File: src/rtl/slcb_pkg.sv
package slcb_pkg;

  localparam int DATA_W         = 64;
  localparam int OPCODE_W       = 3;
  localparam int AGENT_W        = 4;
  localparam int DIVISOR_W      = 5;
  localparam int CFG_ADDR_W     = 5;
  localparam int MAX_AGENTS_DEF = 16;

  typedef enum logic [OPCODE_W-1:0] {
    OP_REGISTER   = 3'd0,
    OP_UNREGISTER = 3'd1,
    OP_ADD        = 3'd2,
    OP_SUB        = 3'd3,
    OP_READ       = 3'd4
  } slcb_op_t;

  typedef enum logic [1:0] {
    REG_COUNT_LIMIT   = 2'd0,
    REG_AGENT_CAP     = 2'd1,
    REG_ONLINE_AGENTS = 2'd2
  } slcb_reg_t;

  // configuration as seen by the sequencer
  typedef struct packed {
    logic [DATA_W-1:0]    count_limit;
    logic [DATA_W-1:0]    agent_cap;
    logic [DIVISOR_W-1:0] divisor;
  } slcb_cfg_t;

  // one agent entry: local count and local reserve
  typedef struct packed {
    logic [DATA_W-1:0] lcount;
    logic [DATA_W-1:0] lreserve;
  } slcb_entry_t;

  // divider handshake
  typedef struct packed {
    logic start;
    logic done;
  } slcb_div_ctl_t;

endpackage

File: src/rtl/slcb_mem.sv
module slcb_mem #(
  parameter int DEPTH = slcb_pkg::MAX_AGENTS_DEF,
  parameter int AW    = (DEPTH > 1) ? $clog2(DEPTH) : 1
) (
  input  logic                  clk,
  input  logic                  rst_n,
  input  logic                  rd_en,
  input  logic [AW-1:0]         rd_addr,
  output slcb_pkg::slcb_entry_t rd_data,
  input  logic                  wr_en,
  input  logic [AW-1:0]         wr_addr,
  input  slcb_pkg::slcb_entry_t wr_data
);
  import slcb_pkg::*;

  slcb_entry_t      mem [DEPTH];
  logic [DEPTH-1:0] vld_r;
  slcb_entry_t      rd_q_r;
  logic             rd_vld_r;

  // storage and registered read port
  always_ff @(posedge clk) begin
    if (wr_en) begin
      mem[wr_addr] <= wr_data;
    end
    if (rd_en) begin
      rd_q_r <= mem[rd_addr];
    end
  end

  // entries never written read as zero
  always_ff @(posedge clk) begin
    if (!rst_n) begin
      vld_r    <= '0;
      rd_vld_r <= 1'b0;
    end else begin
      if (wr_en) begin
        vld_r[wr_addr] <= 1'b1;
      end
      if (rd_en) begin
        rd_vld_r <= vld_r[rd_addr];
      end
    end
  end

  assign rd_data = rd_vld_r ? rd_q_r : '0;
endmodule

File: config.mk
export PLATFORM = sky130hd
export DESIGN_NAME = slcb_mem
export DESIGN_NICKNAME = d
export VERILOG_FILES = /design/src/rtl/slcb_pkg.sv /design/src/rtl/slcb_mem.sv
export SDC_FILE = /design/constraint.sdc
export NUM_CORES = 2
export LEC_CHECK = 0
export BUFFER_PORTS_ARGS = -buffer_cell sky130_fd_sc_hd__buf_2
export CORE_ASPECT_RATIO = 2
export CORE_MARGIN = 5
export CORE_UTILIZATION = 50
export DETAILED_ROUTE_END_ITERATION = 8
export GPL_TIMING_DRIVEN = 0
export PLACE_DENSITY = 0.75
export SETUP_SLACK_MARGIN = 0.4
export SYNTH_ARGS = -nofsm -noshare
export SYNTH_HDL_FRONTEND = slang
export SYNTH_SLANG_ARGS = --single-unit
File: constraint.sdc
create_clock -name clk -period 19.25 [get_ports clk]
set_input_delay 2.8875 -clock clk [delete_from_list [all_inputs] [get_ports clk]]
set_output_delay 2.8875 -clock clk [all_outputs]
set_load 0.02 [all_outputs]
==> out/metrics.yaml <==
cp_max_fo: 11
path_depth: 4
netlist_area_um2: 82300
crit_path_max_incr_delay_ns: 0.99
grtUsageTotal_pct: 24.4
placed_cell_area_um2: 88900
start_kind: "flop"
tightest_slew_ns: 1.38
fillers: 11175
post_synth.cell_area_avg_um2: 25.1
synth_commonest_cells: "edfxtp_1, mux4_2, and2_1"
holdCritStartpoint: "vld_r[11]"
min_path_type: "flop to flop"
crit_path_frequent_cell: "clkbuf_1"
path_clk_slew_ns: 0.07
drv_cap: 0
syn_nets: 3423
die-area_um2: 173000
synth_cell_types: 25
hpwlAfterDp_mm: 136
hold_violations: 0
cp_num_buf_inv: 3
final_area_um2: 94800
clock.fmax_mhz: 152
first_iter_violations: 5137
die_w_um: 297
status: "complete, no violations"
start_util_pct: 50.3
period_minus_slack_ns: 6.56
drt.antenna.violating_nets: 0
grt_pass1_vias: 40451
boundaryPins: 268
p_clk_share_pct: 38.1
grt_pass1_wl_mm: 299
synth_area_leader_cell: "edfxtp_1"
drt_first_pass_iters: 5
via_count: 39021
cts_tree: "done"
io_buffers: 263
r2r_end: "rd_q_r[2]"
die_h_um: 584
synth.area.top_cells: "edfxtp_1, mux4_2, and2_1, mux2i_1, dfxtp_1"
post-route-drc-count: 0
rows: 210
post-route-period-util_pct: 34.1
cp.arrival_ns: 3.67
avgViaCountPerCell: 6.32
synth_top_area_share_pct: 79.4
holdWs_ns: 0.468
power.density_nw_per_um2: 101
maxSlewViolCount: 0
p_seq_share_pct: 56.4
switching_share_pct: 20.8
wire_per_inst_um: 34.4
cp_slowest_cell: "clkbuf_1"
numCtsBuffers: 181
antenna_found_initial: 65
ir_drop_mv: 0.0921
fin_skew_ns: 0.0241
ctsLongestPathBuffers: 3
p_sw_w: 0.00199
synth.most_common_cell: "edfxtp_1"
rsz0062_at_grt: "false"
worstPathCellList: "clkbuf_1 > clkbuf_1 > and2_1 > buf_2"
synth_edf_count: 2176
ys_ff_latch: 2193
final_nets: 4022
syn_inst: 3283
critPathCaptureType: "output port"
yosysWarnings: 0
cts_sinks: 2193
overflow: 0
core_um2: 164000
r2r_cells: 4
rrSetupSlack_ns: 17.51
syn_to_final_growth_pct: 15.2
gp_congestion: 0.747
crit_type: "flop to output port"
relSlewSlack_pct: 8.32
htree_levels: 4
ys.flop_type: "edfxtp_1"
hold_path_depth: 1
routed_wl_mm: 213
worstHoldEndpoint: "vld_r[11]"
postCtsSetupBuffers: 0
p_int_w: 0.00759
critical_path.top_delay_family: "buffers and inverters"
synthArstFlopShare_pct: 0
drive_gt1_share_pct: 34.2
comb_power_share_pct: 5.5
setup_viol: 0
clk_root_buffer_cell: "clkbuf_16"
grt_max_degree: 80
cp.required_ns: 16.36
ctsResizeCount: 0
p_leak_nw: 30.3
ys_seq_area_share_pct: 79.8
reg2reg_from: "mem[2][2]"
cts_hold_buf: 0
insertion_delay_ns: 0.80
==> worst max path at each step <==
| stage | start | endpoint | slack (ns) |
|---|---|---|---|
| 6_report | rd_vld_r | rd_data[20] | 12.69 |
| 5_1_grt | rd_vld_r | rd_data[77] | 12.58 |
| 4_1_cts | rd_vld_r | rd_data[77] | 12.68 |
| 3_5_place_dp | rd_addr[3] | rd_q_r[93] | 12.97 |
| 3_3_place_gp | wr_addr[3] | mem[12][96] | -5.82 |
| 2_1_floorplan | wr_addr[2] | mem[0][0] | 6.38 |
==> area by class of cell <==
type | count | area (um^2) | area share, %
Clock buffer | 231 | 4890 | 5.15
Inverter | 1 | 3.75 | 0.00396
Buffer | 170 | 807 | 0.851
Multi-Input combinational cell | 919 | 15900 | 16.8
Tap cell | 2120 | 2650 | 2.80
Timing Repair Buffer | 416 | 3870 | 4.08
Clock inverter | 100 | 942 | 0.994
Antenna cell | 23 | 57.6 | 0.0607
Sequential cell | 2193 | 65700 | 69.3
==> cells in the final DEF (no fill, tap or decap), types with 33 or more instances in the layout <==
master | netlist | final
edfxtp_1 | 2176 | 2176
mux4_2 | 610 | 610
buf_2 | 56 | 318
clkbuf_16 | 0 | 188
and2_1 | 128 | 128
clkbuf_1 | 81 | 121
buf_12 | 0 | 65
buf_6 | 8 | 61
clkinv_2 | 0 | 37
mux2i_1 | 36 | 36
nor2b_1 | 33 | 33
==> per-stage QoR <==
step | std cells | power, W | utilization (%) | TNS (ns) | worst slack, ns
2_1_floorplan | 3283 | 0.00579 | - | 0 | 6.38
3_3_place_gp | 5666 | 0.00602 | 52.7 | -2761.06 | -5.82
3_5_place_dp | 5819 | 0.00603 | 54.3 | 0 | 12.97
4_1_cts | 6150 | 0.00963 | 57.9 | 0 | 12.68
5_1_grt | 6153 | 0.00986 | 57.9 | 0 | 12.58
6_report | 6173 | 0.00958 | 57.9 | 0 | 12.69
==> cells by family (layout without fill, tap and decap cells) <==
| kind of cell | after synthesis | after routing | share of synthesized area (%) |
|---|---|---|---|
| DFF | 2193 | 2193 | 79.8 |
| muxes | 646 | 646 | 17.1 |
| other | 0 | 23 | 0 |
| buffers and inverters | 171 | 918 | 0.984 |
| AOI/OAI and AO/OA | 84 | 84 | 0.674 |
| and+or+nand+nor | 189 | 189 | 1.39 |
==> sequential cells by signal (all words and copies together) (netlist names) <==
register  cells
rd_vld_r      1
mem        2048
rd_q_r      128
vld_r        16
==> worst register-to-register path, stage by stage, from the launching register on <==
cell and delay, ns:
edfxtp_1 0.37, mux4_2 0.45, nor2b_1 0.14, a211oi_1 0.40
a21oi_1 0.08
==> power by group through the flow <==
stage / sequential (W) / combinational [W] / clock (W)
6_report: 0.00540 / 0.000529 / 0.00365
5_1_grt: 0.00541 / 0.000557 / 0.00389
4_1_cts: 0.00540 / 0.000535 / 0.00370
3_5_place_dp: 0.00550 / 0.000531 / 0
3_3_place_gp: 0.00553 / 0.000493 / 0
2_1_floorplan: 0.00550 / 0.000288 / 0
==> per-layer routing <==
| metal | track usage (%) | routed length, um | vias up |
|---|---|---|---|
| met1 | 29.6 | 69800 | 20550 |
| met2 | 42.6 | 111000 | 2607 |
| li1 | - | - | 15333 |
| met3 | 6.48 | 23100 | 497 |
| met5 | 0 | 207 | - |
| met4 | 8.87 | 8160 | 34 |
Note: power is estimated with default switching activity, not from simulation.
