[src/rtl/slcb_pkg.sv]
package slcb_pkg;

  localparam int DATA_W         = 64;
  localparam int OPCODE_W       = 3;
  localparam int AGENT_W        = 4;
  localparam int DIVISOR_W      = 5;
  localparam int CFG_ADDR_W     = 5;
  localparam int MAX_AGENTS_DEF = 16;

  typedef enum logic [OPCODE_W-1:0] {
    OP_REGISTER   = 3'd0,
    OP_UNREGISTER = 3'd1,
    OP_ADD        = 3'd2,
    OP_SUB        = 3'd3,
    OP_READ       = 3'd4
  } slcb_op_t;

  typedef enum logic [1:0] {
    REG_COUNT_LIMIT   = 2'd0,
    REG_AGENT_CAP     = 2'd1,
    REG_ONLINE_AGENTS = 2'd2
  } slcb_reg_t;

  // configuration as seen by the sequencer
  typedef struct packed {
    logic [DATA_W-1:0]    count_limit;
    logic [DATA_W-1:0]    agent_cap;
    logic [DIVISOR_W-1:0] divisor;
  } slcb_cfg_t;

  // one agent entry: local count and local reserve
  typedef struct packed {
    logic [DATA_W-1:0] lcount;
    logic [DATA_W-1:0] lreserve;
  } slcb_entry_t;

  // divider handshake
  typedef struct packed {
    logic start;
    logic done;
  } slcb_div_ctl_t;

endpackage

[src/rtl/slcb_div.sv]
module slcb_div (
  input  logic                           clk,
  input  logic                           rst_n,
  input  logic                           start,
  input  logic [slcb_pkg::DATA_W-1:0]    dividend,
  input  logic [slcb_pkg::DIVISOR_W-1:0] divisor,
  output logic                           done,
  output logic [slcb_pkg::DATA_W-1:0]    quotient
);
  import slcb_pkg::*;

  localparam int CNT_W = $clog2(DATA_W + 1);

  logic                 busy_r;
  logic                 done_r;
  logic [CNT_W-1:0]     cnt_r;
  logic [DATA_W-1:0]    quo_r;
  logic [DIVISOR_W-1:0] rem_r;
  logic [DIVISOR_W-1:0] dsr_r;
  logic [DIVISOR_W:0]   rem_sh;
  logic [DIVISOR_W:0]   rem_sub;
  logic                 q_bit;

  // restoring division, one quotient bit a cycle
  assign rem_sh  = {rem_r, quo_r[DATA_W-1]};
  assign rem_sub = rem_sh - {1'b0, dsr_r};
  assign q_bit   = (rem_sh >= {1'b0, dsr_r});

  always_ff @(posedge clk) begin
    if (!rst_n) begin
      busy_r <= 1'b0;
      done_r <= 1'b0;
      cnt_r  <= '0;
    end else begin
      done_r <= 1'b0;
      if (start) begin
        busy_r <= 1'b1;
        cnt_r  <= CNT_W'(DATA_W);
        quo_r  <= dividend;
        rem_r  <= '0;
        dsr_r  <= divisor;
      end else if (busy_r) begin
        quo_r <= {quo_r[DATA_W-2:0], q_bit};
        rem_r <= q_bit ? rem_sub[DIVISOR_W-1:0] : rem_sh[DIVISOR_W-1:0];
        cnt_r <= cnt_r - CNT_W'(1);
        if (cnt_r == CNT_W'(1)) begin
          busy_r <= 1'b0;
          done_r <= 1'b1;
        end
      end
    end
  end

  assign done     = done_r;
  assign quotient = quo_r;
endmodule

[config.mk]
export PLATFORM = sky130hd
export DESIGN_NAME = slcb_div
export DESIGN_NICKNAME = d
export VERILOG_FILES = /design/src/rtl/slcb_pkg.sv /design/src/rtl/slcb_div.sv
export SDC_FILE = /design/constraint.sdc
export NUM_CORES = 1
export LEC_CHECK = 0
export BUFFER_PORTS_ARGS = -buffer_cell sky130_fd_sc_hd__buf_4
export CAP_MARGIN = 5
export CORE_MARGIN = 1
export CORE_UTILIZATION = 49
export DETAILED_ROUTE_END_ITERATION = 16
export GPL_TIMING_DRIVEN = 0
export PLACE_DENSITY = 0.79
export SETUP_SLACK_MARGIN = 0.02
export SLEW_MARGIN = 10
export SYNTH_ARGS = -nofsm -noshare
export SYNTH_HDL_FRONTEND = slang
export SYNTH_SLANG_ARGS = --single-unit
[constraint.sdc]
create_clock -name clk -period 3.2 [get_ports clk]
set_input_delay 0.32 -clock clk [delete_from_list [all_inputs] [get_ports clk]]
set_output_delay 0.32 -clock clk [all_outputs]
set_load 0.01 [all_outputs]
==> results_dict.tcl, run 1 <==
set metrics [dict create \
    grt_max_degree 51 \
    num_vias 2414 \
    grt_pass1_vias 2392 \
    grt_pass1_wl_mm 11.4 \
    dieArea_mm2 0.00789 \
    r2r-start "quotient[63]$_DFFE_PP_" \
    drtIter0Drc 102 \
    crit_fanout 4 \
    r2r_slack_ps 1030 \
    hold_start "divisor[1]" \
    synth-seq-cells 83 \
    worst_path_max_delay_cell "edfxtp_1" \
    synth_compound_area_share_pct 3.63 \
    r2r-end "quotient[0]$_DFFE_PP_" \
    avgRoutedWirePerCell_um 16.1 \
    yosysSeqAreaShare_pct 65.1 \
    setup.worst_path.end "quotient[0]$_DFFE_PP_" \
    worstSetupPathType "reg2reg" \
    cts_tree "built" \
    tightest_slew_ps 349 \
    ctsHoldBuffers 0 \
    ir_drop_mv 0.314 \
    core_area_mm2 0.00725 \
    clk_pin_slew_worst_paths_ps 80 \
    synth-main-ff-cell "edfxtp_1" \
    floorplan.initialDensity_pct 50.9 \
    min_period_ps 2170 \
    arrival_ps 2270 \
    antenna_found_initial 0 \
    crit_buf_inv 2 \
    synth_nets 310 \
    root_buffer "clkbuf_8" \
    drt_first_pass_iters 4 \
    post_cts_buffers 0 \
    worstSkewPairLatency_ps 340 \
    finalSetupViolCount 0 \
    syn_avg_cell_area_um2 16.1 \
    cts.path.max_buffers 2 \
    row_count 31 \
    report.final.slew_viol_count 0 \
    cp.required_ps 3300 \
    finalCritPeriodShare_pct 67.8 \
    skew_ps 4.70 \
    finalHoldViolCount 0 \
    stdcell_count 481 \
    synth-simple-area-share_pct 5.08 \
    crit_top_cell "inv_1" \
    synth_top_family_by_area "multiplexers" \
    via_per_inst 5.02 \
    ioPinCount 137 \
    crit_family "adder cells" \
    setup.worst_path.start "quotient[63]$_DFFE_PP_" \
    crit_cells 8 \
    io_buffers 136 \
    whs_ps 151 \
    async_flop_share_pct 0 \
    yosysWarnings 0 \
    cts_resized 0 \
    leakage_nw 2.03 \
    die_w_um 88.8 \
    p_per_area_mw_per_mm2 483 \
    cap_violations 0 \
    rr_worst_depth 8 \
    endpoint_kind "register" \
    grt_overflow 0 \
    place.gp.congestion 0.807 \
    layout-drive-gt1-share_pct 61.3 \
    syn_inst 230 \
    critPathLaunchType "register" \
    synthDistinctLibCells 31 \
    synth_adder_area_share_pct 2.91 \
    dp_hpwl_mm 5.68 \
    fmax_mhz 461 \
    grt_usage_pct 19.8 \
    hold_class "in2reg" \
    finalNetCount 458 \
    htreeDepth 3 \
    rsz0062_at_grt "no" \
    max_stage_delay_ps 420 \
    synthMuxAreaShare_pct 19.5 \
    status "complete, no violations" \
    cts_buffers 9 \
    dpl.cell_count 466 \
    area.growth.synth_to_final_pct 36.9 \
    die-height_um 88.8 \
    netlist_area_mm2 0.00369 \
    max-slew-margin-rel_pct 76.8 \
    finalWirelength_mm 7.74 \
    diodes 0 \
    n_fill_cell 549 \
    postRouteAntennaNets 0 \
    cts_sinks 83 \
    worstPathCellList "inv_1 > ha_1 > inv_1 > fa_1 > a21oi_2 > o21a_1 > nand2_1 > mux2_2" \
    synth_edf_count 74 \
    synth_xor_area_share_pct 1.66 \
    drc_errors 0 \
]
==> power breakdown <==
group,switching [mW],total [mW],internal (mW)
Sequential,0.0384,1.31,1.27
Combinational,0.185,0.418,0.233
Clock,0.361,0.712,0.351
Total,0.585,2.44,1.86
==> metrics by stage <==
stage	utilization, %	setup TNS, ps	setup WS [ps]	power, mW	area, um2
final	69.7	0	1030	2.44	5050
after global routing	69.7	0	894	2.55	5050
after CTS	69.7	0	1030	2.47	5050
after detailed placement	67.2	0	1050	1.76	4870
after global placement	66.7	-16290	-241	1.74	4840
after floorplan	-	0	688	1.56	3690
==> cells in the final DEF, fill, tap and decap left out, types with 4 or more instances in the layout <==
cell / instances
buf_2: 9
buf_4: 136
clkbuf_8: 9
clkinv_2: 4
dfxtp_1: 9
edfxtp_1: 74
ha_1: 7
inv_1: 9
mux2_2: 64
nand2_1: 5
nor2_1: 12
xnor2_1: 5
==> per-layer routing <==
| layer | GRT usage (%) | wire length [um] | vias up |
|---|---|---|---|
| li1 | - | - | 1164 |
| met1 | 23.9 | 3200 | 1159 |
| met2 | 33.0 | 3950 | 80 |
| met3 | 4.94 | 458 | 11 |
| met4 | 9.97 | 126 | 0 |
| met5 | 0 | 0 | - |
==> Yosys cell counts, types with 2 or more instances <==
master / number / share of area, %
edfxtp_1: 74 / 60
mux2_2: 64 / 20
nor2_1: 12 / 1.2
buf_2: 9 / 1.2
dfxtp_1: 9 / 4.9
inv_1: 9 / 0.91
ha_1: 7 / 2.4
nand2_1: 5 / 0.51
xnor2_1: 5 / 1.2
o21a_1: 4 / 0.81
a211oi_1: 3 / 0.61
a21oi_1: 3 / 0.41
nand2b_1: 2 / 0.34
nand3_1: 2 / 0.27
nand3b_1: 2 / 0.41
nor3_1: 2 / 0.27
nor4_1: 2 / 0.34
o21ai_2: 2 / 0.47
xor2_1: 2 / 0.47
==> cell families (layout without fill, tap and decap cells) <==
family | Yosys count | after routing
DFF | 83 | 83
muxes | 64 | 64
and+or+nand+nor | 33 | 33
buffers and inverters | 18 | 170
AOI/OAI and AO/OA | 17 | 17
adders and majority gates | 8 | 8
xor gates and xnor gates | 7 | 7
==> worst min-delay path by stage <==
stage	endpoint	cells past startpoint
final	dsr_r[1]$_DFFE_PP_	1
after global placement	done$_SDFF_PP0_	1
after detailed placement	done$_SDFF_PP0_	1
after floorplan	dsr_r[0]$_DFFE_PP_	0
after CTS	dsr_r[1]$_DFFE_PP_	1
after global routing	dsr_r[1]$_DFFE_PP_	1
==> flip-flops by register name (all words and copies together), names as in the netlist <==
name / count
busy_r: 1
quotient: 64
cnt_r: 7
dsr_r: 5
rem_r: 5
done: 1
==> area by class of cell <==
| type | instances | area (um2) | area share (%) |
|---|---|---|---|
| sequential | 83 | 2400 | 47.5 |
| inverter | 9 | 33.8 | 0.668 |
| buffer | 9 | 45.0 | 0.891 |
| multi-input combinational | 129 | 1220 | 24.1 |
| timing repair buffer | 137 | 1050 | 20.7 |
| clock inverter | 6 | 57.6 | 1.14 |
| tap | 99 | 124 | 2.45 |
| clock buffer | 9 | 124 | 2.45 |
Note: power is estimated with default switching activity, not from simulation.
==> inputs of run 2 (changes only) <==
- CORE_UTILIZATION: 49 -> 44
- PLACE_DENSITY: 0.79 -> 0.75
- clock period: 3.2 -> 1.86 ns (I/O delays scaled with it)
==> run 2 against run 1 <==
Against the previous run: global-route usage shrank 1.7 points; clock-buffer cell count rose by 1; register-to-register slack got worse by 1200 ps; clock skew increased by 1.5 ps; worst hold slack lost 130 ps; wire length increased by 0.80%; critical path type unchanged; via count up 1.9%; highest routed layer unchanged; die area rose by 11%; cell area is 1.8% higher; worst setup slack got worse by 1200 ps; sequential share of layout area shrank 0.82 points; the run now ends with setup timing left.
==> results_dict.tcl, run 2 (synthesis results as in run 1) <==
set metrics [dict create \
    max-slew-margin-rel_pct 65.3 \
    finalCritPeriodShare_pct 109 \
    dieArea_mm2 0.00876 \
    final_common_cell "buf_4" \
    area.growth.synth_to_final_pct 39.3 \
    worstSkewPairLatency_ps 340 \
    multi_input_area_mm2 0.00127 \
    tightest_slew_ps 520 \
    worstSetupPathType "reg2reg" \
    htreeDepth 3 \
    dp_slack_ps -232 \
    drc_errors 0 \
    status "finished, violations left" \
    finalWirelength_mm 7.80 \
    ioPinCount 137 \
    p_per_area_mw_per_mm2 828 \
    finalNetCount 462 \
    rsz0062_at_grt "yes" \
    die-height_um 93.6 \
    via_per_inst 5.01 \
    fin_area_mm2 0.00514 \
    num_vias 2460 \
    cts.path.max_buffers 2 \
    core_area_mm2 0.00818 \
    clk_pin_slew_worst_paths_ps 80 \
    antenna_found_initial 0 \
    crit_fanout 4 \
    final_cell_mix "buf_4, edfxtp_1, mux2_2" \
    cts_buffers 9 \
    hold_class "in2reg" \
    largest_register_ffs 64 \
    finalHoldViolCount 0 \
    ctsHoldBuffers 0 \
    endpoint_kind "register" \
    setup_tns_ps -448 \
    min_period_ps 2020 \
    grt_pass1_wl_mm 11.8 \
    leakage_nw 2.05 \
    cts_sinks 83 \
    internal_power_mw 3.23 \
    grt_usage_pct 18.1 \
    grt_pass1_vias 2520 \
    row_count 33 \
    drtIter0Drc 85 \
    power_frac_seq_pct 53.1 \
    fmax_mhz 495 \
    cts_tree "built" \
    clockPowerShare_pct 28.8 \
    ir_drop_mv 0.530 \
    place_area_mm2 0.00488 \
    diodes 0 \
    dp_hpwl_mm 5.64 \
    combPwrFrac_pct 18.1 \
    arrival_ps 2120 \
    layout-drive-gt1-share_pct 63.7 \
    grt_overflow 0 \
    finalSetupViolCount 6 \
    cp.required_ps 1960 \
    violations "setup timing" \
    cap_violations 0 \
    whs_ps 19.5 \
    power_switching_mw 1.03 \
    switching_share_pct 24.2 \
    postRouteAntennaNets 0 \
    die_w_um 93.6 \
    setup_slack_ps -161 \
    root_buffer "clkbuf_8" \
    avgRoutedWirePerCell_um 15.9 \
    regArea_mm2 0.00240 \
    place.gp.congestion 0.819 \
    n_fill_cell 651 \
    grt_max_degree 37 \
    skew_ps 6.24 \
    floorplan.initialDensity_pct 45.2 \
    power_mw 4.26 \
    report.final.slew_viol_count 0 \
    io_buffers 136 \
    critPathLaunchType "register" \
    drt_first_pass_iters 4 \
]
run 2: cell count changes in the layout (fill, tap and decap cells not counted), sizes merged:
cell      before  now
buf          146  150
clkbuf         9   10
clkinv         4    2
clkinvlp       1    2
run 2: worst paths after layout:
check	startpoint	end	slack (ps)	cells past startpoint
worst min-delay path	divisor[3]	dsr_r[3]$_DFFE_PP_	20	1
worst min register to register	cnt_r[6]$_SDFFE_PN0N_	done$_SDFF_PP0_	500	1
worst max register to register	quotient[63]$_DFFE_PP_	quotient[0]$_DFFE_PP_	-160	8
worst max-delay path	quotient[63]$_DFFE_PP_	quotient[0]$_DFFE_PP_	-160	8
run 2: final cells by class:
class                           instances  area share (%)
Multi-Input combinational cell        129            24.7
Sequential cell                        83            46.7
Inverter                                9           0.657
Timing Repair Buffer                  141            20.9
Clock buffer                           10            2.48
Tap cell                              105            2.55
Clock inverter                          5            1.07
Buffer                                  9           0.876
run 2: critical path, stage by stage, from the launching register on:
cell and delay [ps]:
edfxtp_1 400, inv_1 80, ha_2 170, inv_2 40, fa_2 360, a21oi_4 160, o21a_1 170, nand2_2 120
mux2_2 280
run 2: power groups by stage:
stage / sequential [mW] / clock (mW) / combinational (mW)
global placement: 2.30 / 0 / 0.692
global route: 2.28 / 1.32 / 0.832
detailed placement: 2.30 / 0 / 0.722
finish: 2.26 / 1.23 / 0.771
CTS: 2.26 / 1.27 / 0.758
floorplan: 2.34 / 0 / 0.341
run 2: routing by layer:
| layer | track usage, % | routed length (um) | vias to the layer above |
|---|---|---|---|
| li1 | - | - | 1172 |
| met1 | 21.0 | 3090 | 1175 |
| met2 | 31.3 | 4000 | 104 |
| met3 | 5.12 | 611 | 9 |
| met4 | 7.69 | 100 | 0 |
| met5 | 0 | 0 | - |
run 2: metrics by stage:
stage / util [%] / instances
floorplan: - / 230
global placement: 59.3 / 471
detailed placement: 59.7 / 472
CTS: 62.6 / 491
global route: 62.9 / 491
finish: 62.9 / 491
run 2: timing repair:
action / in CTS / in global routing
setup buffers: 4 / 1
endpoints found under the setup margin: 6 / 6
resized for setup: 5 / 7
pin swaps: 5 / 3
