## config.mk

```make
export PLATFORM = sky130hd
export DESIGN_NAME = slcb_cfg
export DESIGN_NICKNAME = d
export VERILOG_FILES = /design/src/rtl/slcb_pkg.sv /design/src/rtl/slcb_cfg.sv
export SDC_FILE = /design/constraint.sdc
export NUM_CORES = 1
export LEC_CHECK = 0
export BUFFER_PORTS_ARGS = -buffer_cell sky130_fd_sc_hd__buf_2
export CORE_ASPECT_RATIO = 1.5
export CORE_UTILIZATION = 51
export CTS_CLUSTER_SIZE = 25
export DETAILED_ROUTE_END_ITERATION = 8
export PLACE_DENSITY = 0.89
export SLEW_MARGIN = 10
export SYNTH_ARGS = -nofsm -noshare
export SYNTH_HDL_FRONTEND = slang
export SYNTH_SLANG_ARGS = --single-unit
```

## constraint.sdc

```tcl
create_clock -name clk -period 1.95 [get_ports clk]
set_input_delay 0.0975 -clock clk [delete_from_list [all_inputs] [get_ports clk]]
set_output_delay 0.0975 -clock clk [all_outputs]
set_load 0.1 [all_outputs]
```

## src/rtl/slcb_pkg.sv

```systemverilog
package slcb_pkg;

  localparam int DATA_W         = 64;
  localparam int OPCODE_W       = 3;
  localparam int AGENT_W        = 4;
  localparam int DIVISOR_W      = 5;
  localparam int CFG_ADDR_W     = 5;
  localparam int MAX_AGENTS_DEF = 16;

  typedef enum logic [OPCODE_W-1:0] {
    OP_REGISTER   = 3'd0,
    OP_UNREGISTER = 3'd1,
    OP_ADD        = 3'd2,
    OP_SUB        = 3'd3,
    OP_READ       = 3'd4
  } slcb_op_t;

  typedef enum logic [1:0] {
    REG_COUNT_LIMIT   = 2'd0,
    REG_AGENT_CAP     = 2'd1,
    REG_ONLINE_AGENTS = 2'd2
  } slcb_reg_t;

  // configuration as seen by the sequencer
  typedef struct packed {
    logic [DATA_W-1:0]    count_limit;
    logic [DATA_W-1:0]    agent_cap;
    logic [DIVISOR_W-1:0] divisor;
  } slcb_cfg_t;

  // one agent entry: local count and local reserve
  typedef struct packed {
    logic [DATA_W-1:0] lcount;
    logic [DATA_W-1:0] lreserve;
  } slcb_entry_t;

  // divider handshake
  typedef struct packed {
    logic start;
    logic done;
  } slcb_div_ctl_t;

endpackage

```

## src/rtl/slcb_cfg.sv

```systemverilog
module slcb_cfg (
  input  logic                          clk,
  input  logic                          rst_n,
  input  logic                          psel,
  input  logic                          penable,
  input  logic                          pwrite,
  input  logic [slcb_pkg::CFG_ADDR_W-1:0] paddr,
  input  logic [slcb_pkg::DATA_W-1:0]   pwdata,
  output logic [slcb_pkg::DATA_W-1:0]   prdata,
  output logic                          pready,
  output slcb_pkg::slcb_cfg_t           cfg
);
  import slcb_pkg::*;

  logic [DATA_W-1:0]    count_limit_r;
  logic [DATA_W-1:0]    agent_cap_r;
  logic [DIVISOR_W-1:0] online_agents_r;
  slcb_reg_t            reg_sel;
  logic                 wr_en;

  assign reg_sel = slcb_reg_t'(paddr[CFG_ADDR_W-1:3]);
  assign pready  = 1'b1;
  assign wr_en   = psel && penable && pwrite;

  always_ff @(posedge clk) begin
    if (!rst_n) begin
      count_limit_r   <= '0;
      agent_cap_r     <= '0;
      online_agents_r <= DIVISOR_W'(1);
    end else if (wr_en) begin
      unique case (reg_sel)
        REG_COUNT_LIMIT:   count_limit_r   <= pwdata;
        REG_AGENT_CAP:     agent_cap_r     <= pwdata;
        REG_ONLINE_AGENTS: online_agents_r <= pwdata[DIVISOR_W-1:0];
        default: ;
      endcase
    end
  end

  always_comb begin
    unique case (reg_sel)
      REG_COUNT_LIMIT:   prdata = count_limit_r;
      REG_AGENT_CAP:     prdata = agent_cap_r;
      REG_ONLINE_AGENTS: prdata = {{(DATA_W-DIVISOR_W){1'b0}}, online_agents_r};
      default:           prdata = '0;
    endcase
  end

  // zero agents divides as one
  assign cfg.count_limit = count_limit_r;
  assign cfg.agent_cap   = agent_cap_r;
  assign cfg.divisor     = (online_agents_r == '0) ? DIVISOR_W'(1) : online_agents_r;
endmodule

```

==> implementation parameters, run 1 <==
Parameter                              Value

Place
  Final weighted congestion of routability-driven global placement    0.841
  Placed wire-length estimate after detailed placement    12300 microns
  Input/output buffers    267
  Post-Place Cell Area    8420 sq um

Floorplan
  Vertical extent of the die    136 microns
  Chip width    91.2 microns
  Total die area    12400 sq um
  Core Area    11600 sq um
  FP Rows    48
  Num ports    272
  Starting utilization of the core area    52.5%

Setup path
  Crit. End Element    output port
  Worst path max stage delay    0.55 ns
  Critical Path Fanout Max    41
  Worst-path cell with the longest stage delay    sky130_fd_sc_hd__buf_4
  Library cell appearing most often on the critical path    sky130_fd_sc_hd__buf_12
  Kind of launch point of the worst setup path    primary input
  Kind of cell adding the most delay to the critical path    buffers and inverters
  Endpoint required time on the critical path    1.85 ns
  CP cell instances    buf_4, buf_12, mux2i_1, o21ai_4, buf_12
  Worst setup path class    in2out
  Critical path arrival    1.63 ns
  Critical path buffer and inverter count    3

STA
  Final critical-path share of the clock period    88.3%
  Final Hold Slack    0.0210 ns
  Crit path time final    1.72 ns
  Fmax    580 MHz
  Max Transition Viols Final    0
  Final-report hold violation count    0
  Transition at the pin with the smallest max-transition slack    0.756 ns
  Remaining max-slew budget at the tightest pin    49.6%
  Setup Viol. Count Final    0
  Setup repair after global routing missed its margin    no
  Maximum clock skew at final layout    0 ns

Power and ir drop
  Switch share    26.5%
  Static leakage power    0.00470 uW
  Power Total    7110 uW
  Portion of total power attributed to sequential cells    39.2%
  Power density over the cells    737 nW/um^2
  Proportion of power drawn by the clock network    46.8%
  Power share of the combinational group    14.0%
  Sw power    1890 uW
  Internal power component    5220 uW
  Maximum resistive drop on vdd    0.000611 V

Clock network
  Number of buffers inserted by hold repair at cts    61
  Clock tree from TritonCTS    yes
  Root Buffer    sky130_fd_sc_hd__clkbuf_16
  Inserted Clock Buffers    17
  Clock Sinks    133
  Clock latency reported for the late side of the worst-skew pair    0.41 ns
  Post-CTS setup buffer count    0
  PostCTS Resize Cnt    0
  Number of levels the H-tree was split into    4
  Number of buffers between clock root and the deepest sink    2
  Clk slew on worst S/H paths    0.06 ns

Routing
  # DRC    0
  Initial drt markers    251
  Detail-routed net length per standard cell    17.7 microns
  DR vias    6048
  Post-DRT Antenna Nets    0
  Length of the first detailed-routing pass in iterations    5
  Final WL    19900 microns
  Via density    5.37

GRT
  Overall fraction of global-route tracks in use    31.9%
  Largest net degree at the start of global routing    73
  Overflow after GRT    0
  Number of antenna violations at the first check in global routing    0
  Via count of the first global-routing pass    6216
  Global-route wire length before repair    30900 microns

Synthesis
  Cell Area, Synth    6080 sq um
  Unique cell type count in the Yosys netlist    21
  Net count after synthesis    734
  Synthesized area divided by synthesized cell count    9.22 sq um
  Cells after Synth    660
  Synth Warn #    0
  Register bit total from synthesis    133
  Sequential-to-total area share from yosys stat    43.8%

Layout
  Post-Layout Inst Area    9650 sq um
  Antenna fix cells    0
  Proportion of layout cells with a drive suffix above 1    38.8%
  Number of fillers in the final layout    565
  Multi-input gate area    3550 sq um
  Sequential cell area    2660 sq um
  Final core area utilization    83.3%
  Total Nets Final    1039
  Area delta synth->final    58.7%

Run
  Max-capacitance violation count    0

Min path
  Class of the worst hold path    in2reg

Status
  Run status    complete, no violations
==> cell type report <==
| class | instances | area share (%) |
|---|---|---|
| clock buffers | 18 | 4.55 |
| inverters | 1 | 0.0389 |
| clock inverters | 12 | 1.88 |
| flip-flops and latches | 133 | 27.6 |
| multi-input cells | 470 | 36.7 |
| well taps | 150 | 1.94 |
| repair buffers | 342 | 27.3 |
==> worst paths after layout <==
| path | from | end | slack, ns | cells past startpoint |
|---|---|---|---|---|
| worst max-delay path | paddr[3] | prdata[2] | 0.23 | 5 |
| worst min-delay path | pwdata[3] | online_agents_r[3] | 0.02 | 3 |
| worst max register to register | agent_cap_r[5] | agent_cap_r[5] | 1.16 | 2 |
| worst min register to register | agent_cap_r[35] | agent_cap_r[35] | 0.47 | 2 |
==> per-layer routing <==
| layer | vias up | track usage (%) | part of all wire, % |
|---|---|---|---|
| met3 | 86 | 7.35 | 5.4 |
| met2 | 307 | 60.7 | 55 |
| met4 | 0 | 17.4 | 4.4 |
| met1 | 2871 | 31.7 | 35 |
| li1 | 2784 | - | - |
| met5 | - | 0 | 0 |
==> placed cells by master (no fill, tap or decap), types with 2 or more instances in the layout <==
cell and n:
sky130_fd_sc_hd__buf_2 233, sky130_fd_sc_hd__nand2_1 201, sky130_fd_sc_hd__mux2i_1 196, sky130_fd_sc_hd__dfxtp_1 133
sky130_fd_sc_hd__dlygate4sd3_1 61, sky130_fd_sc_hd__nor2_4 59, sky130_fd_sc_hd__buf_12 39, sky130_fd_sc_hd__clkbuf_16 17
sky130_fd_sc_hd__buf_4 7, sky130_fd_sc_hd__o21ai_4 5, sky130_fd_sc_hd__clkinvlp_4 4, sky130_fd_sc_hd__bufinv_16 4
sky130_fd_sc_hd__clkinv_4 3, sky130_fd_sc_hd__buf_6 2
==> flip-flops by register name, summed over array words and instances, names as in the netlist <==
| register | cells |
|---|---|
| agent_cap_r | 64 |
| count_limit_r | 64 |
| online_agents_r | 5 |
==> worst register-to-register path: cells and delay by family, from the launching register on <==
family / cells / cell delay (ns)
multiplexers: 1 / 0.23
AND/OR/NAND/NOR: 1 / 0.08
flip-flops: 1 / 0.39
==> logic make-up after synthesis <==
family | after synthesis | synth area share (%)
AND/OR/NAND/NOR | 266 | 16.9
multiplexers | 196 | 32.3
flip-flops | 133 | 43.8
buffers and inverters | 57 | 6.36
AO/OA/AOI/OAI | 7 | 0.679
other | 1 | 0.0616
==> cells in the mapped netlist (all sizes together) <==
cell type | number | area share, %
and3 | 1 | 0.19
dfxtp | 133 | 44
nor2b | 1 | 0.14
and2 | 1 | 0.10
buf | 29 | 4.6
o21ai | 5 | 0.41
nor3b | 1 | 0.21
inv | 1 | 0.062
o211ai | 1 | 0.12
clkbuf | 27 | 1.7
nand3b | 1 | 0.12
nand2 | 201 | 12
nor2 | 59 | 3.6
o41ai | 1 | 0.14
conb | 1 | 0.062
mux2i | 196 | 32
nand3 | 1 | 0.082
==> through the flow <==
stage / setup slack (ns) / std cells / setup TNS [ns]
after floorplan: -0.291 / 660 / -0.291
after global placement: 0.318 / 1035 / 0
after detailed placement: 0.252 / 1035 / 0
after CTS: 0.225 / 1126 / 0
after global routing: 0.163 / 1126 / 0
final: 0.227 / 1126 / 0
==> power by group through the flow <==
stage / logic (uW) / clock network (uW) / registers (uW)
finish: 994 / 3330 / 2790
global route: 1040 / 3480 / 2790
CTS: 982 / 3360 / 2780
detailed placement: 878 / 0 / 2840
global placement: 864 / 0 / 2840
floorplan: 427 / 0 / 3080
No activity file was read; power rests on OpenSTA's default activity.
==> run 2, diff against run 1 <==
Settings changed: MAX_ROUTING_LAYER from default to met4.
==> implementation parameters, run 2 (synthesis gave the netlist of run 1 again) <==
Parameter                              Value

Place
  Final weighted congestion of routability-driven global placement    0.859 (+2.0%)
  Input/output buffers    267 (unchanged)
  Dpl ws    0.252 ns (unchanged)
  Placed wire-length estimate after detailed placement    12300 microns (unchanged)
  Placed Cells    1035 (unchanged)

GRT
  Number of antenna violations at the first check in global routing    0 (unchanged)
  Overflow after GRT    0 (unchanged)
  Via count of the first global-routing pass    6217 (+0.016%)
  Largest net degree at the start of global routing    73 (unchanged)
  Global-route wire length before repair    31000 microns (about the same)
  Overall fraction of global-route tracks in use    32.9% (+0.99 points)

STA
  Setup repair after global routing missed its margin    no
  Transition at the pin with the smallest max-transition slack    0.757 ns (+0.00102 ns)
  Remaining max-slew budget at the tightest pin    49.5% (-0.068 points)
  Max Transition Viols Final    0 (unchanged)
  Final-report hold violation count    0 (unchanged)
  Final critical-path share of the clock period    88.3% (about the same)
  Setup Viol. Count Final    0 (unchanged)
  Maximum clock skew at final layout    0 ns (unchanged)
  Fmax    581 MHz (about the same)
  Crit path time final    1.72 ns (-0.000668 ns)
  Fin worst setup slack    0.228 ns (+0.000668 ns)

Setup path
  Worst setup path class    in2out
  Critical Path Fanout Max    41 (unchanged)
  Kind of launch point of the worst setup path    primary input
  R2R cell count    2 (unchanged)
  Slack of the worst reg-to-reg path    1.13 ns (-0.03 ns)
  FF-to-FF Start    agent_cap_r[5]
  CP startpoint    paddr[3]
  Endpoint required time on the critical path    1.85 ns (about the same)
  Worst R2R End    agent_cap_r[5]
  Critical path arrival    1.62 ns (about the same)
  Worst setup path end    prdata[2]
  Crit. End Element    output port

Clock network
  Clock tree from TritonCTS    yes
  Clock latency reported for the late side of the worst-skew pair    0.41 ns (about the same)
  PostCTS Resize Cnt    0 (unchanged)
  Clock Sinks    133 (unchanged)
  Inserted Clock Buffers    17 (unchanged)
  Number of levels the H-tree was split into    4 (unchanged)
  Clk slew on worst S/H paths    0.05 ns (about the same)
  Number of buffers between clock root and the deepest sink    2 (unchanged)
  Root Buffer    sky130_fd_sc_hd__clkbuf_16

Floorplan
  Vertical extent of the die    136 microns (unchanged)
  FP Rows    48 (unchanged)
  Chip width    91.2 microns (unchanged)
  Core Area    11600 sq um (unchanged)
  Starting utilization of the core area    52.5% (unchanged)
  Total die area    12400 sq um (unchanged)
  Num ports    272 (unchanged)

Routing
  Length of the first detailed-routing pass in iterations    7 (+2)
  Post-DRT Antenna Nets    0 (unchanged)
  DR vias    6017 (-0.51%)
  Detail-routed net length per standard cell    17.7 microns (+0.22%)
  # DRC    0 (unchanged)
  Final WL    20000 microns (+0.22%)
  Initial drt markers    308 (+23%)
  Via density    5.34 (-0.51%)

Layout
  Total Nets Final    1039 (unchanged)
  Multi-input gate area    3550 sq um (unchanged)
  Sequential cell area    2660 sq um (unchanged)
  Area delta synth->final    58.7% (unchanged)
  Top Registers    agent_cap_r: 64 flops, count_limit_r: 64 flops, online_agents_r: 5 flops
  Antenna fix cells    0 (unchanged)
  Number of non-filler instances in the completed layout    1126 (unchanged)
  Proportion of layout cells with a drive suffix above 1    38.8% (unchanged)
  Number of fillers in the final layout    565 (unchanged)
  Leading cell type in the layout, fill and taps excluded    sky130_fd_sc_hd__buf_2
  Leading cell types in the layout, fill and taps excluded    233 x sky130_fd_sc_hd__buf_2, 201 x sky130_fd_sc_hd__nand2_1, 196 x sky130_fd_sc_hd__mux2i_1

Power and ir drop
  Maximum resistive drop on vdd    0.000606 V (-0.77%)
  Static leakage power    0.00470 uW (unchanged)
  Power density over the cells    736 nW/um^2 (about the same)

Status
  Run status    complete, no violations

Run
  Max-capacitance violation count    0 (unchanged)

Min path
  Class of the worst hold path    in2reg
-- run 2: what timing repair did --
item,4_1_cts,5_1_grt
setup buffers,0,0
hold endpoints to repair,118,0
hold buffers,61,0
-- run 2: how the worst min path moves through the flow --
stage,start,end,slack [ns],cells past startpoint
after floorplan,pwdata[0],agent_cap_r[0],0.26,2
after detailed placement,pwdata[0],online_agents_r[0],0.37,3
after CTS,pwdata[7],agent_cap_r[7],0.003,3
after global placement,pwdata[0],online_agents_r[0],0.36,3
final,pwdata[8],agent_cap_r[8],0.02,3
after global routing,pwdata[3],count_limit_r[3],0.02,3
-- run 2: worst max-delay path: stages --
cell and delay [ns]:
sky130_fd_sc_hd__buf_4 0.55, sky130_fd_sc_hd__buf_12 0.30, sky130_fd_sc_hd__mux2i_1 0.38, sky130_fd_sc_hd__o21ai_4 0.09, sky130_fd_sc_hd__buf_12 0.17
-- run 2: metrics by stage --
| stage | setup TNS [ns] | total power (uW) | cell area, sq um | hold slack [ns] | utilization [%] |
|---|---|---|---|---|---|
| 2_1_floorplan | -0.291 | 3510 | 6590 | 0.259 | - |
| 3_3_place_gp | 0 | 3710 | 8420 | 0.359 | 72.7 |
| 3_5_place_dp | 0 | 3720 | 8420 | 0.370 | 72.7 |
| 4_1_cts | 0 | 7120 | 9650 | 0.00257 | 83.3 |
| 5_1_grt | 0 | 7300 | 9650 | 0.0241 | 83.3 |
| 6_report | 0 | 7110 | 9650 | 0.0228 | 83.3 |
-- run 2: power breakdown --
part,switching (uW),internal (uW)
Clock,1170,2160
Combinational,685,310
Sequential,32.1,2750
Total,1890,5220
-- run 2: cell type report --
cell class	count	area share, %
clock buffer	18	4.55
timing repair buffer	342	27.3
multi-input combinational	470	36.7
inverter	1	0.0389
clock inverter	12	1.88
sequential	133	27.6
tap	150	1.94
-- run 2: metal layers --
layer	track usage, %	share of wire [%]	vias up
li1	-	-	2788
met1	32.3	36	2846
met2	60.9	55	296
met3	6.79	4.9	87
met4	16.9	4.1	0
met5	-	0	-
